===== config.mk =====
export PLATFORM = sky130hd
export DESIGN_NAME = tsm_ctrl
export DESIGN_NICKNAME = d
export VERILOG_FILES = /design/src/design/truncated_series_multiply_mod_defines.svh /design/src/design/tsm_pkg.sv /design/src/design/tsm_ctrl.sv
export SDC_FILE = /design/constraint.sdc
export NUM_CORES = 1
export LEC_CHECK = 0
export BUFFER_PORTS_ARGS = -buffer_cell sky130_fd_sc_hd__buf_2
export CAP_MARGIN = 20
export CORE_MARGIN = 10
export CORE_UTILIZATION = 32
export CTS_BUF_LIST = sky130_fd_sc_hd__clkbuf_16
export CTS_CLUSTER_DIAMETER = 100
export DETAILED_ROUTE_END_ITERATION = 8
export HOLD_SLACK_MARGIN = 0.15
export PLACE_DENSITY_LB_ADDON = 0.3
export REMOVE_ABC_BUFFERS = 1
export SLEW_MARGIN = 5
export SYNTH_ARGS = -nofsm -noshare
export SYNTH_HDL_FRONTEND = slang
export SYNTH_SLANG_ARGS = --single-unit

===== constraint.sdc =====
create_clock -name clock -period 1.75 [get_ports clock]
set_input_delay 0.2625 -clock clock [delete_from_list [all_inputs] [get_ports clock]]
set_output_delay 0.2625 -clock clock [all_outputs]
set_load 0.01 [all_outputs]

===== src/design/truncated_series_multiply_mod_defines.svh =====
// Assertion macros shared by the series multiplier
`ifndef TRUNCATED_SERIES_MULTIPLY_MOD_DEFINES_SVH
`define TRUNCATED_SERIES_MULTIPLY_MOD_DEFINES_SVH

// Condition implies consequence in the same cycle
`define TSM_ASSERT_NOW(label, clk, rst, cond, cons, msg) \
   label: assert property (@(posedge clk) disable iff (rst) (cond) |-> (cons)) \
      else $error(msg);

// Condition implies consequence in the next cycle
`define TSM_ASSERT_NEXT(label, clk, rst, cond, cons, msg) \
   label: assert property (@(posedge clk) disable iff (rst) (cond) |=> (cons)) \
      else $error(msg);

`endif


===== src/design/tsm_pkg.sv =====
`timescale 1ns / 1ps
package tsm_pkg;

   localparam int TSM_MAX_TERMS = 64;
   localparam logic [31:0] TSM_MODULUS_RESET = 32'd2147483647;
   localparam int TSM_REM_STEPS = 64;
   localparam int TSM_REM_CW = $clog2(TSM_REM_STEPS + 1);

   // Request action codes
   localparam logic [1:0] ACT_LOAD_A  = 2'd0;
   localparam logic [1:0] ACT_LOAD_B  = 2'd1;
   localparam logic [1:0] ACT_COMPUTE = 2'd2;

   // Result status codes
   typedef enum logic [1:0] {
      KIND_COEF  = 2'd0,
      KIND_ZERO  = 2'd1,
      KIND_EMPTY = 2'd2,
      KIND_OVF   = 2'd3
   } kind_type;

   typedef struct packed {
      logic     load;
      logic     scan_a;
      logic     scan_b;
      logic     sel_b;
      logic     scan_step;
      logic     scan_record;
      logic     scan_empty;
      logic     rem_start;
      logic     rem_scan;
      logic     prep;
      logic     term_init;
      logic     mul;
      logic     acc_add;
      logic     j_step;
      logic     emit;
      kind_type kind;
      logic     i_step;
      logic     clear;
   } cmd_type;

   typedef struct packed {
      logic ovf;
      logic empty;
      logic rem_done;
      logic rem_zero;
      logic scan_end;
      logic zero_case;
      logic term_end;
      logic run_end;
      logic out_free;
   } stat_type;

   // Saturate a wide signed sum to the signed 32-bit range
   function automatic logic [31:0] sat32(input logic [35:0] v);
      logic [31:0] r;
      if (v[35] && (v[34:31] != 4'hF)) begin
         r = 32'h8000_0000;
      end else if (!v[35] && (v[34:31] != 4'h0)) begin
         r = 32'h7FFF_FFFF;
      end else begin
         r = v[31:0];
      end
      return r;
   endfunction

endpackage


===== src/design/tsm_ctrl.sv =====
`timescale 1ns / 1ps
module tsm_ctrl (
   input  logic              clock,
   input  logic              reset,
   input  logic              req_fire,
   input  logic [1:0]        action,
   input  tsm_pkg::stat_type stat,
   output tsm_pkg::cmd_type  cmd,
   output logic              idle
);
   import tsm_pkg::*;

   typedef enum logic [3:0] {
      S_IDLE, S_SCAN_RD, S_SCAN_GO, S_SCAN_WAIT, S_PREP, S_TERM,
      S_MAC_RD, S_MAC_MUL, S_MAC_GO, S_MAC_WAIT, S_EMIT
   } state_type;

   state_type state_ff, state_in;
   kind_type  kind_ff, kind_in;
   logic      sel_b_ff, sel_b_in;

   always_comb begin
      state_in = state_ff;
      kind_in  = kind_ff;
      sel_b_in = sel_b_ff;
      cmd      = '0;
      cmd.sel_b = sel_b_ff;
      cmd.kind  = kind_ff;
      case (state_ff)
         S_IDLE: begin
            if (req_fire) begin
               cmd.load = 1'b1;
               if (action == ACT_COMPUTE) begin
                  if (stat.ovf) begin
                     kind_in  = KIND_OVF;
                     state_in = S_EMIT;
                  end else if (stat.empty) begin
                     kind_in  = KIND_EMPTY;
                     state_in = S_EMIT;
                  end else begin
                     cmd.scan_a = 1'b1;
                     sel_b_in   = 1'b0;
                     state_in   = S_SCAN_RD;
                  end
               end
            end
         end
         // Find the first coefficient that is nonzero mod the modulus
         S_SCAN_RD: state_in = S_SCAN_GO;
         S_SCAN_GO: begin
            cmd.rem_start = 1'b1;
            cmd.rem_scan  = 1'b1;
            state_in      = S_SCAN_WAIT;
         end
         S_SCAN_WAIT: begin
            if (stat.rem_done) begin
               if (!stat.rem_zero || stat.scan_end) begin
                  cmd.scan_record = !stat.rem_zero;
                  cmd.scan_empty  = stat.rem_zero;
                  if (!sel_b_ff) begin
                     cmd.scan_b = 1'b1;
                     sel_b_in   = 1'b1;
                     state_in   = S_SCAN_RD;
                  end else begin
                     state_in = S_PREP;
                  end
               end else begin
                  cmd.scan_step = 1'b1;
                  state_in      = S_SCAN_RD;
               end
            end
         end
         S_PREP: begin
            cmd.prep = 1'b1;
            if (stat.zero_case) begin
               kind_in  = KIND_ZERO;
               state_in = S_EMIT;
            end else begin
               kind_in  = KIND_COEF;
               state_in = S_TERM;
            end
         end
         // One convolution sum per term, one multiply-reduce per coefficient pair
         S_TERM: begin
            cmd.term_init = 1'b1;
            state_in      = S_MAC_RD;
         end
         S_MAC_RD:  state_in = S_MAC_MUL;
         S_MAC_MUL: begin
            cmd.mul  = 1'b1;
            state_in = S_MAC_GO;
         end
         S_MAC_GO: begin
            cmd.rem_start = 1'b1;
            state_in      = S_MAC_WAIT;
         end
         S_MAC_WAIT: begin
            if (stat.rem_done) begin
               cmd.acc_add = 1'b1;
               if (stat.term_end) begin
                  state_in = S_EMIT;
               end else begin
                  cmd.j_step = 1'b1;
                  state_in   = S_MAC_RD;
               end
            end
         end
         S_EMIT: begin
            if (stat.out_free) begin
               cmd.emit = 1'b1;
               if (kind_ff != KIND_COEF || stat.run_end) begin
                  cmd.clear = 1'b1;
                  state_in  = S_IDLE;
               end else begin
                  cmd.i_step = 1'b1;
                  state_in   = S_TERM;
               end
            end
         end
         default: state_in = S_IDLE;
      endcase
   end

   always_ff @(posedge clock) begin
      if (reset) begin
         state_ff <= S_IDLE;
         kind_ff  <= KIND_COEF;
         sel_b_ff <= 1'b0;
      end else begin
         state_ff <= state_in;
         kind_ff  <= kind_in;
         sel_b_ff <= sel_b_in;
      end
   end

   assign idle = (state_ff == S_IDLE);

endmodule

* After elaboration in Yosys (flattened, before gate mapping) *
Index checks and enable logic that the tools add are counted.
Widths: inputs -> output; s select.

word-level totals
  flip-flop bits (word level) = 7
  output and inout port bits = 20
  bits of input ports = 14
  logic and storage cells = 87

operators by class
  reductions and logical operators = 11
  multiplexer cells = 53
  eq/ne operators = 20

operator list
  operator            count
  $pmux 4 s11         1
  $mux 4              10
  $mux 1              25
  $mux 2              11
  $eq 4x3->1 const B  4
  $ne 2x2->1 const B  7
  $eq 4x4->1 const B  3
  $mux 3              4
  $eq 4x2->1 const B  2
  $reduce_and 7->1    1
  $reduce_bool 2->1   3
  $reduce_and 5->1    1
  $eq 4x1->1 const B  1
  $logic_not 4->1     1
  $pmux 2 s2          1
  $reduce_and 4->1    1
  $ne 3x3->1 const B  1
  $eq 2x2->1 const B  1
  $logic_or 1x1->1    2
  $ne 2x1->1 const B  1
  $pmux 1 s2          1
  $reduce_or 2->1     1
  $logic_not 1->1     1

* Depth between registers and ports, before layout *
Gate-level depths: netlist (run 1).

  word-level depth = 5
  gate-level depth with buffers = 6
  depth with buffers taken out = 4

* Worst setup path before layout (run 1) *
OpenSTA, ideal clock, no wires.

  kind = register to output
  start point = reg state_ff[3]
  end point = out cmd[16] (netlist bit)
  data required time = 1.487 ns
  setup slack = 0.288 ns
  cell stages (with the launch flop) = 5
  arrival = 1.199 ns
  path through = dfxtp_1 > buf_2 > nor2b_1 > nand3_1 > nor3_1

RTL lines
  element                 line             RTL
  start, declared         tsm_ctrl.sv:18   state_type state_ff, state_in;
  start signal, assigned  tsm_ctrl.sv:130  state_ff <= state_in;
  end, declared           tsm_ctrl.sv:8    output tsm_pkg::cmd_type cmd,

==> results.toml, run 1 <==
[status]
status = "finished, final reports clean"

[setup_path]
crit_fanout = 13
rr_worst_depth = 6
critPathCaptureType = "primary output"
regToRegEndpoint = "state_ff[2]"
worst_ep_arrival_time_ps = 1430
critPathLaunchType = "flip-flop"
cp.required_ps = 1490
worst_r2r_startpoint = "state_ff[1]"
critPathKind = "flip-flop to primary output"
rrSetupSlack_ps = 180

[pwr]
p_sw_w = 0.000760
p_seq_share_pct = 14.2
vdd_drop_max_mv = 0.778
leakagePower_nw = 0.504
comb_power_share_pct = 64.5
internal_power_w = 0.00108
p_per_area_nw_per_um2 = 1650
p_clk_share_pct = 21.3
swShare_pct = 41.2

[routing]
vias = 879
wire_per_inst_um = 15.2
drtAntennaViolNets = 0
viasPerCell = 5.26
drc = 0
drtIter0Drc = 19
dr.pass1.iters = 4
finalWirelength_um = 2540

[sta]
fmax_ghz = 0.592
worst_pin_slew_ps = 533
min_period_ps = 1690
setup_viol = 0
grt_setup_unrepaired = "no"
slew-limit-headroom_pct = 64.2
slew_violations = 0
worst_clock_skew_ps = 3.27
finalHoldViolCount = 0
setup_tns_ps = 0
min_period_over_period_pct = 96.6

[job]
drv_cap = 0

[die]
num_rows = 17
die-area_um2 = 4720
core_um2 = 2230
die-width_um = 68.7
io_pins = 34
die_h_um = 68.7
start_util_pct = 33.9

[logic_synthesis]
syn_avg_cell_area_um2 = 7.74
seq_area_frac_synth_pct = 18.5
synth_area_um2 = 758
synth-seq-cells = 7
netlist_instances = 98
synth-edff-count = 0
ys.flop_type = "dfxtp_1"
synthArstFlopShare_pct = 0
yosys_warnings = 0
ys_types = 43

[hold_path]
holdCritPathClass = "primary input to flip-flop"
hold_depth = 2
min_to = "state_ff[2]"
hp-start = "reset"

[finish]
fillers = 220
syn_to_final_growth_pct = 47.2
layout.nets = 154
fin_cells = 167
antenna_cells = 0
drive_gt1_share_pct = 44.6
fin_util_pct = 50.0

[clock_tree]
clk_pin_slew_ps = 40
htree_levels = 1
clockBufferDepth = 2
cts_tree = "yes"
cts_made_buffers = 3
cts_sinks = 7
cts_root_buf = "clkbuf_16"
clock_latency_ps = 230

[grt]
grt_pass1_wl_um = 4020
grt_max_degree = 18
grt_overflow_total = 0
grt_util_all_layers_pct = 11.0
antenna_found_initial = 0
grt_pass1_vias = 852

[placed_design]
port_buffers = 33
gp_congestion = 0.894
hpwl_um = 1980
dp.cells = 157
-- synthesized netlist by cell type, drive strengths merged (2+ instances only) --
cell    n  area (µm²)
o21bai  2        15.0
a211oi  4        40.0
nand2b  7        43.8
dfxtp   7         140
nor4b   2        17.5
a21oi   4        20.0
nand3   3        20.0
nor2    9        33.8
inv     3        11.3
and2    3        18.8
buf     7        36.3
o21ai   3        15.0
nor3b   4        35.0
a31oi   2        12.5
nor3    9        50.1
nor2b   6        37.5
nand2   4        15.0
-- routing by layer --
layer | share of wire (%) | GRT usage, % | vias to the layer above
met5 | 0 | 0 | -
li1 | - | - | 444
met2 | 52 | 18.9 | 25
met4 | 1.1 | 4.52 | 0
met1 | 39 | 12.4 | 408
met3 | 7.4 | 3.22 | 2
-- flip-flops by register name (all words and copies together), names as in the netlist --
register and count:
kind_ff 2, sel_b_ff 1, state_ff 4
-- area by class of cell --
type,instances,area [µm²],share of cell area [%]
Multi-Input combinational cell,80,577,51.7
Tap cell,28,35.0,3.14
Clock inverter,1,3.75,0.336
Clock buffer,3,75.1,6.73
Sequential cell,7,148,13.2
Inverter,3,11.3,1.01
Timing Repair Buffer,45,267,23.9
-- how the worst max path moves through the flow --
stage | startpoint | end | cells past startpoint
3_5_place_dp | state_ff[3] | cmd[17] | 5
5_1_grt | state_ff[0] | cmd[17] | 6
6_report | state_ff[0] | cmd[17] | 6
3_3_place_gp | state_ff[3] | cmd[17] | 5
4_1_cts | state_ff[2] | cmd[17] | 6
2_1_floorplan | state_ff[0] | cmd[16] | 3
-- power by group through the flow --
stage | Combinational [W] | Clock [W] | Sequential (W)
6_report | 0.00119 | 0.000392 | 0.000262
5_1_grt | 0.00129 | 0.000406 | 0.000265
3_5_place_dp | 0.00103 | 0 | 0.000267
4_1_cts | 0.00106 | 0.000396 | 0.000269
3_3_place_gp | 0.00103 | 0 | 0.000266
2_1_floorplan | 0.000621 | 0 | 0.000354
-- what timing repair did --
item,4_1_cts,5_1_grt
hold endpoints to repair,0,0
hold buffers,0,0
resized for setup,3,7
endpoints found under the setup margin,3,9
setup buffers,1,5
pin swaps,1,2
-- placed cells by master (no fill, tap or decap), drive strengths merged --
cell type,count
nor2b,6
a31oi,2
mux2i,1
o31ai,1
nor4b,2
o211a,1
and2b,1
nand3,3
dfxtp,7
nor4,1
a311oi,1
o22a,1
xnor2,1
nor3,9
o32ai,1
clkbuf,3
and2,3
nand4b,1
nor2,9
o22ai,1
a311o,1
a21oi,4
o21bai,2
o21ai,3
a211o,1
and3,1
a31o,1
nand3b,1
inv,4
a32oi,1
a211oi,4
nor3b,4
nand2b,7
buf,45
nand2,4
a21o,1
-- cells by family after synthesis --
group | count (synthesis) | synth area share (%)
XOR/XNOR | 1 | 1.16
flip-flops | 7 | 18.5
AND/OR/NAND/NOR | 52 | 42.9
AO/OA/AOI/OAI | 26 | 29.4
buffers and inverters | 11 | 6.76
multiplexers | 1 | 1.32
-- worst max-delay path: stages (launching register included) --
cell and delay (ps):
dfxtp_1 310, buf_6 150, nor4_4 280, buf_4 200, nand2_2 50, nor2_1 80
buf_2 140
-- per-stage QoR --
step / power [W] / setup slack (ps) / instance area, µm² / hold slack (ps)
5_1_grt: 0.00196 / 9.08 / 1120 / 336
2_1_floorplan: 0.000975 / 16.5 / 718 / 327
4_1_cts: 0.00173 / 1.97 / 1060 / 323
6_report: 0.00184 / 59.6 / 1120 / 318
3_3_place_gp: 0.00130 / 180 / 963 / 516
3_5_place_dp: 0.00130 / 149 / 963 / 516
(Power assumes the default switching activity.)
==> run 2: changes to the inputs <==
--- a/config.mk
+++ b/config.mk
@@ -9,2 +9,4 @@
 export CAP_MARGIN = 20
+export CELL_PAD_IN_SITES_DETAIL_PLACEMENT = 1
+export CELL_PAD_IN_SITES_GLOBAL_PLACEMENT = 1
 export CORE_MARGIN = 10
@@ -16,3 +18,2 @@
 export PLACE_DENSITY_LB_ADDON = 0.3
-export REMOVE_ABC_BUFFERS = 1
 export SLEW_MARGIN = 5
--- a/constraint.sdc
+++ b/constraint.sdc
@@ -3,2 +3,2 @@
 set_output_delay 0.2625 -clock clock [all_outputs]
-set_load 0.01 [all_outputs]
+set_load 0.05 [all_outputs]
==> results.toml, run 2 (synthesis results as in run 1) <==
[status]
status = "finished, final reports clean"

[clock_tree]
cts_tree = "yes"
cts_made_buffers = 3
cts_sinks = 7
post-cts-setup-buffers = 0
htree_levels = 1
clockBufferDepth = 2
clk_pin_slew_ps = 40
cts_root_buf = "clkbuf_16"
clock_latency_ps = 230

[routing]
drtIter0Drc = 23
drtAntennaViolNets = 0
finalWirelength_um = 2830
vias = 888
wire_per_inst_um = 17.0
viasPerCell = 5.35
drc = 0
dr.pass1.iters = 4

[sta]
min_period_ps = 1690
slew_violations = 0
worst_pin_slew_ps = 426
setup_slack_ps = 64.6
worst_clock_skew_ps = 1.87
setup_viol = 0
min_period_over_period_pct = 96.3
grt_setup_unrepaired = "yes"
fmax_ghz = 0.593
finalHoldViolCount = 0
setup_tns_ps = 0
slew-limit-headroom_pct = 71.2

[grt]
grt_pass1_vias = 962
grt_max_degree = 16
antenna_found_initial = 0
grt_overflow_total = 0
grt_util_all_layers_pct = 12.6
grt_pass1_wl_um = 4630

[finish]
syn_to_final_growth_pct = 57.9
top_regs = "state_ff (4), kind_ff (2), sel_b_ff (1)"
layout.nets = 153
drive_gt1_share_pct = 52.2
multi_input_area_um2 = 633
top_register = "state_ff"
layout_commonest_cell = "buf_2"
antenna_cells = 0
fillers = 285
final_area_um2 = 1200
final_cell_mix = "buf_2, buf_4, nand2b_1, clkbuf_4"
largest_register_ffs = 4
regArea_um2 = 148
fin_util_pct = 53.6

[setup_path]
critPathLaunchType = "flip-flop"
cp.required_ps = 1490
rr_worst_depth = 5
worst_r2r_startpoint = "state_ff[3]"
critPathCaptureType = "primary output"
crit_end = "cmd[0]"
regToRegEndpoint = "state_ff[0]"
crit_fanout = 11
rrSetupSlack_ps = 150
worst_ep_arrival_time_ps = 1420
crit_start = "state_ff[0]"
critPathKind = "flip-flop to primary output"

[die]
die-area_um2 = 4720
start_util_pct = 33.9
die_h_um = 68.7
num_rows = 17
core_um2 = 2230
die-width_um = 68.7
io_pins = 34

[pwr]
leakagePower_nw = 0.500
p_per_area_nw_per_um2 = 1810
vdd_drop_max_mv = 1.18
total_power_w = 0.00217

[placed_design]
port_buffers = 33
gp_congestion = 0.812
hpwl_um = 2320
dp_slack_ps = 51.4
placedInstanceArea_um2 = 1050

[job]
drv_cap = 0

[hold_path]
holdCritPathClass = "primary input to flip-flop"

[logic_synthesis]
syn_nets = 112
==> run 2: cell count changes in the layout (fill, tap and decap cells not counted), sizes merged <==
cell / delta
buf: -8
clkbuf: +7
==> run 2: worst min path at each step <==
stage | slack, ps | from | to | cells past startpoint
after global routing | 350 | reset | state_ff[1] | 2
final | 320 | reset | state_ff[2] | 2
after global placement | 520 | kind_ff[1] | kind_ff[1] | 2
after floorplan | 500 | stat[2] | state_ff[2] | 2
after CTS | 330 | reset | state_ff[2] | 2
after detailed placement | 530 | kind_ff[1] | kind_ff[1] | 2
==> run 2: power by group <==
group	switching, W	internal (W)	total [W]	leakage [nW]
Clock	0.0000930	0.000298	0.000391	0.0423
Sequential	0.0000835	0.000220	0.000304	0.0586
Combinational	0.000888	0.000588	0.00148	0.399
Total	0.00106	0.00111	0.00217	0.500
==> run 2: metal layers <==
| layer | up-vias | GRT usage [%] | share of wire, % |
|---|---|---|---|
| met2 | 22 | 24.0 | 55 |
| met5 | - | 0 | 0 |
| li1 | 438 | - | - |
| met4 | 0 | 3.77 | 0.74 |
| met1 | 424 | 13.2 | 38 |
| met3 | 4 | 3.06 | 5.9 |
==> run 2: cell type report <==
cell class              instances  area share (%)
multi-input cells              80            52.9
repair buffers                 44            24.3
flip-flops and latches          7            12.3
clock buffers                   3            6.27
well taps                      28            2.93
inverters                       3           0.940
clock inverters                 1           0.313
==> run 2: repair_timing <==
| action | CTS | global route |
|---|---|---|
| resized for setup | 7 | 18 |
| endpoints found under the setup margin | 15 | 14 |
| hold buffers | 0 | 0 |
| pin swaps | 0 | 3 |
==> run 2: worst max-delay path, stage by stage, from the launching register on <==
cell and delay (ps):
dfxtp_4 370, buf_4 180, nand4b_1 260, nor2_2 140
clkbuf_4 230
==> run 2: through the flow <==
stage                     hold WS (ps)  cells
after detailed placement           526    162
after global routing               346    166
after global placement             519    162
after floorplan                    504     98
after CTS                          329    166
final                              324    166
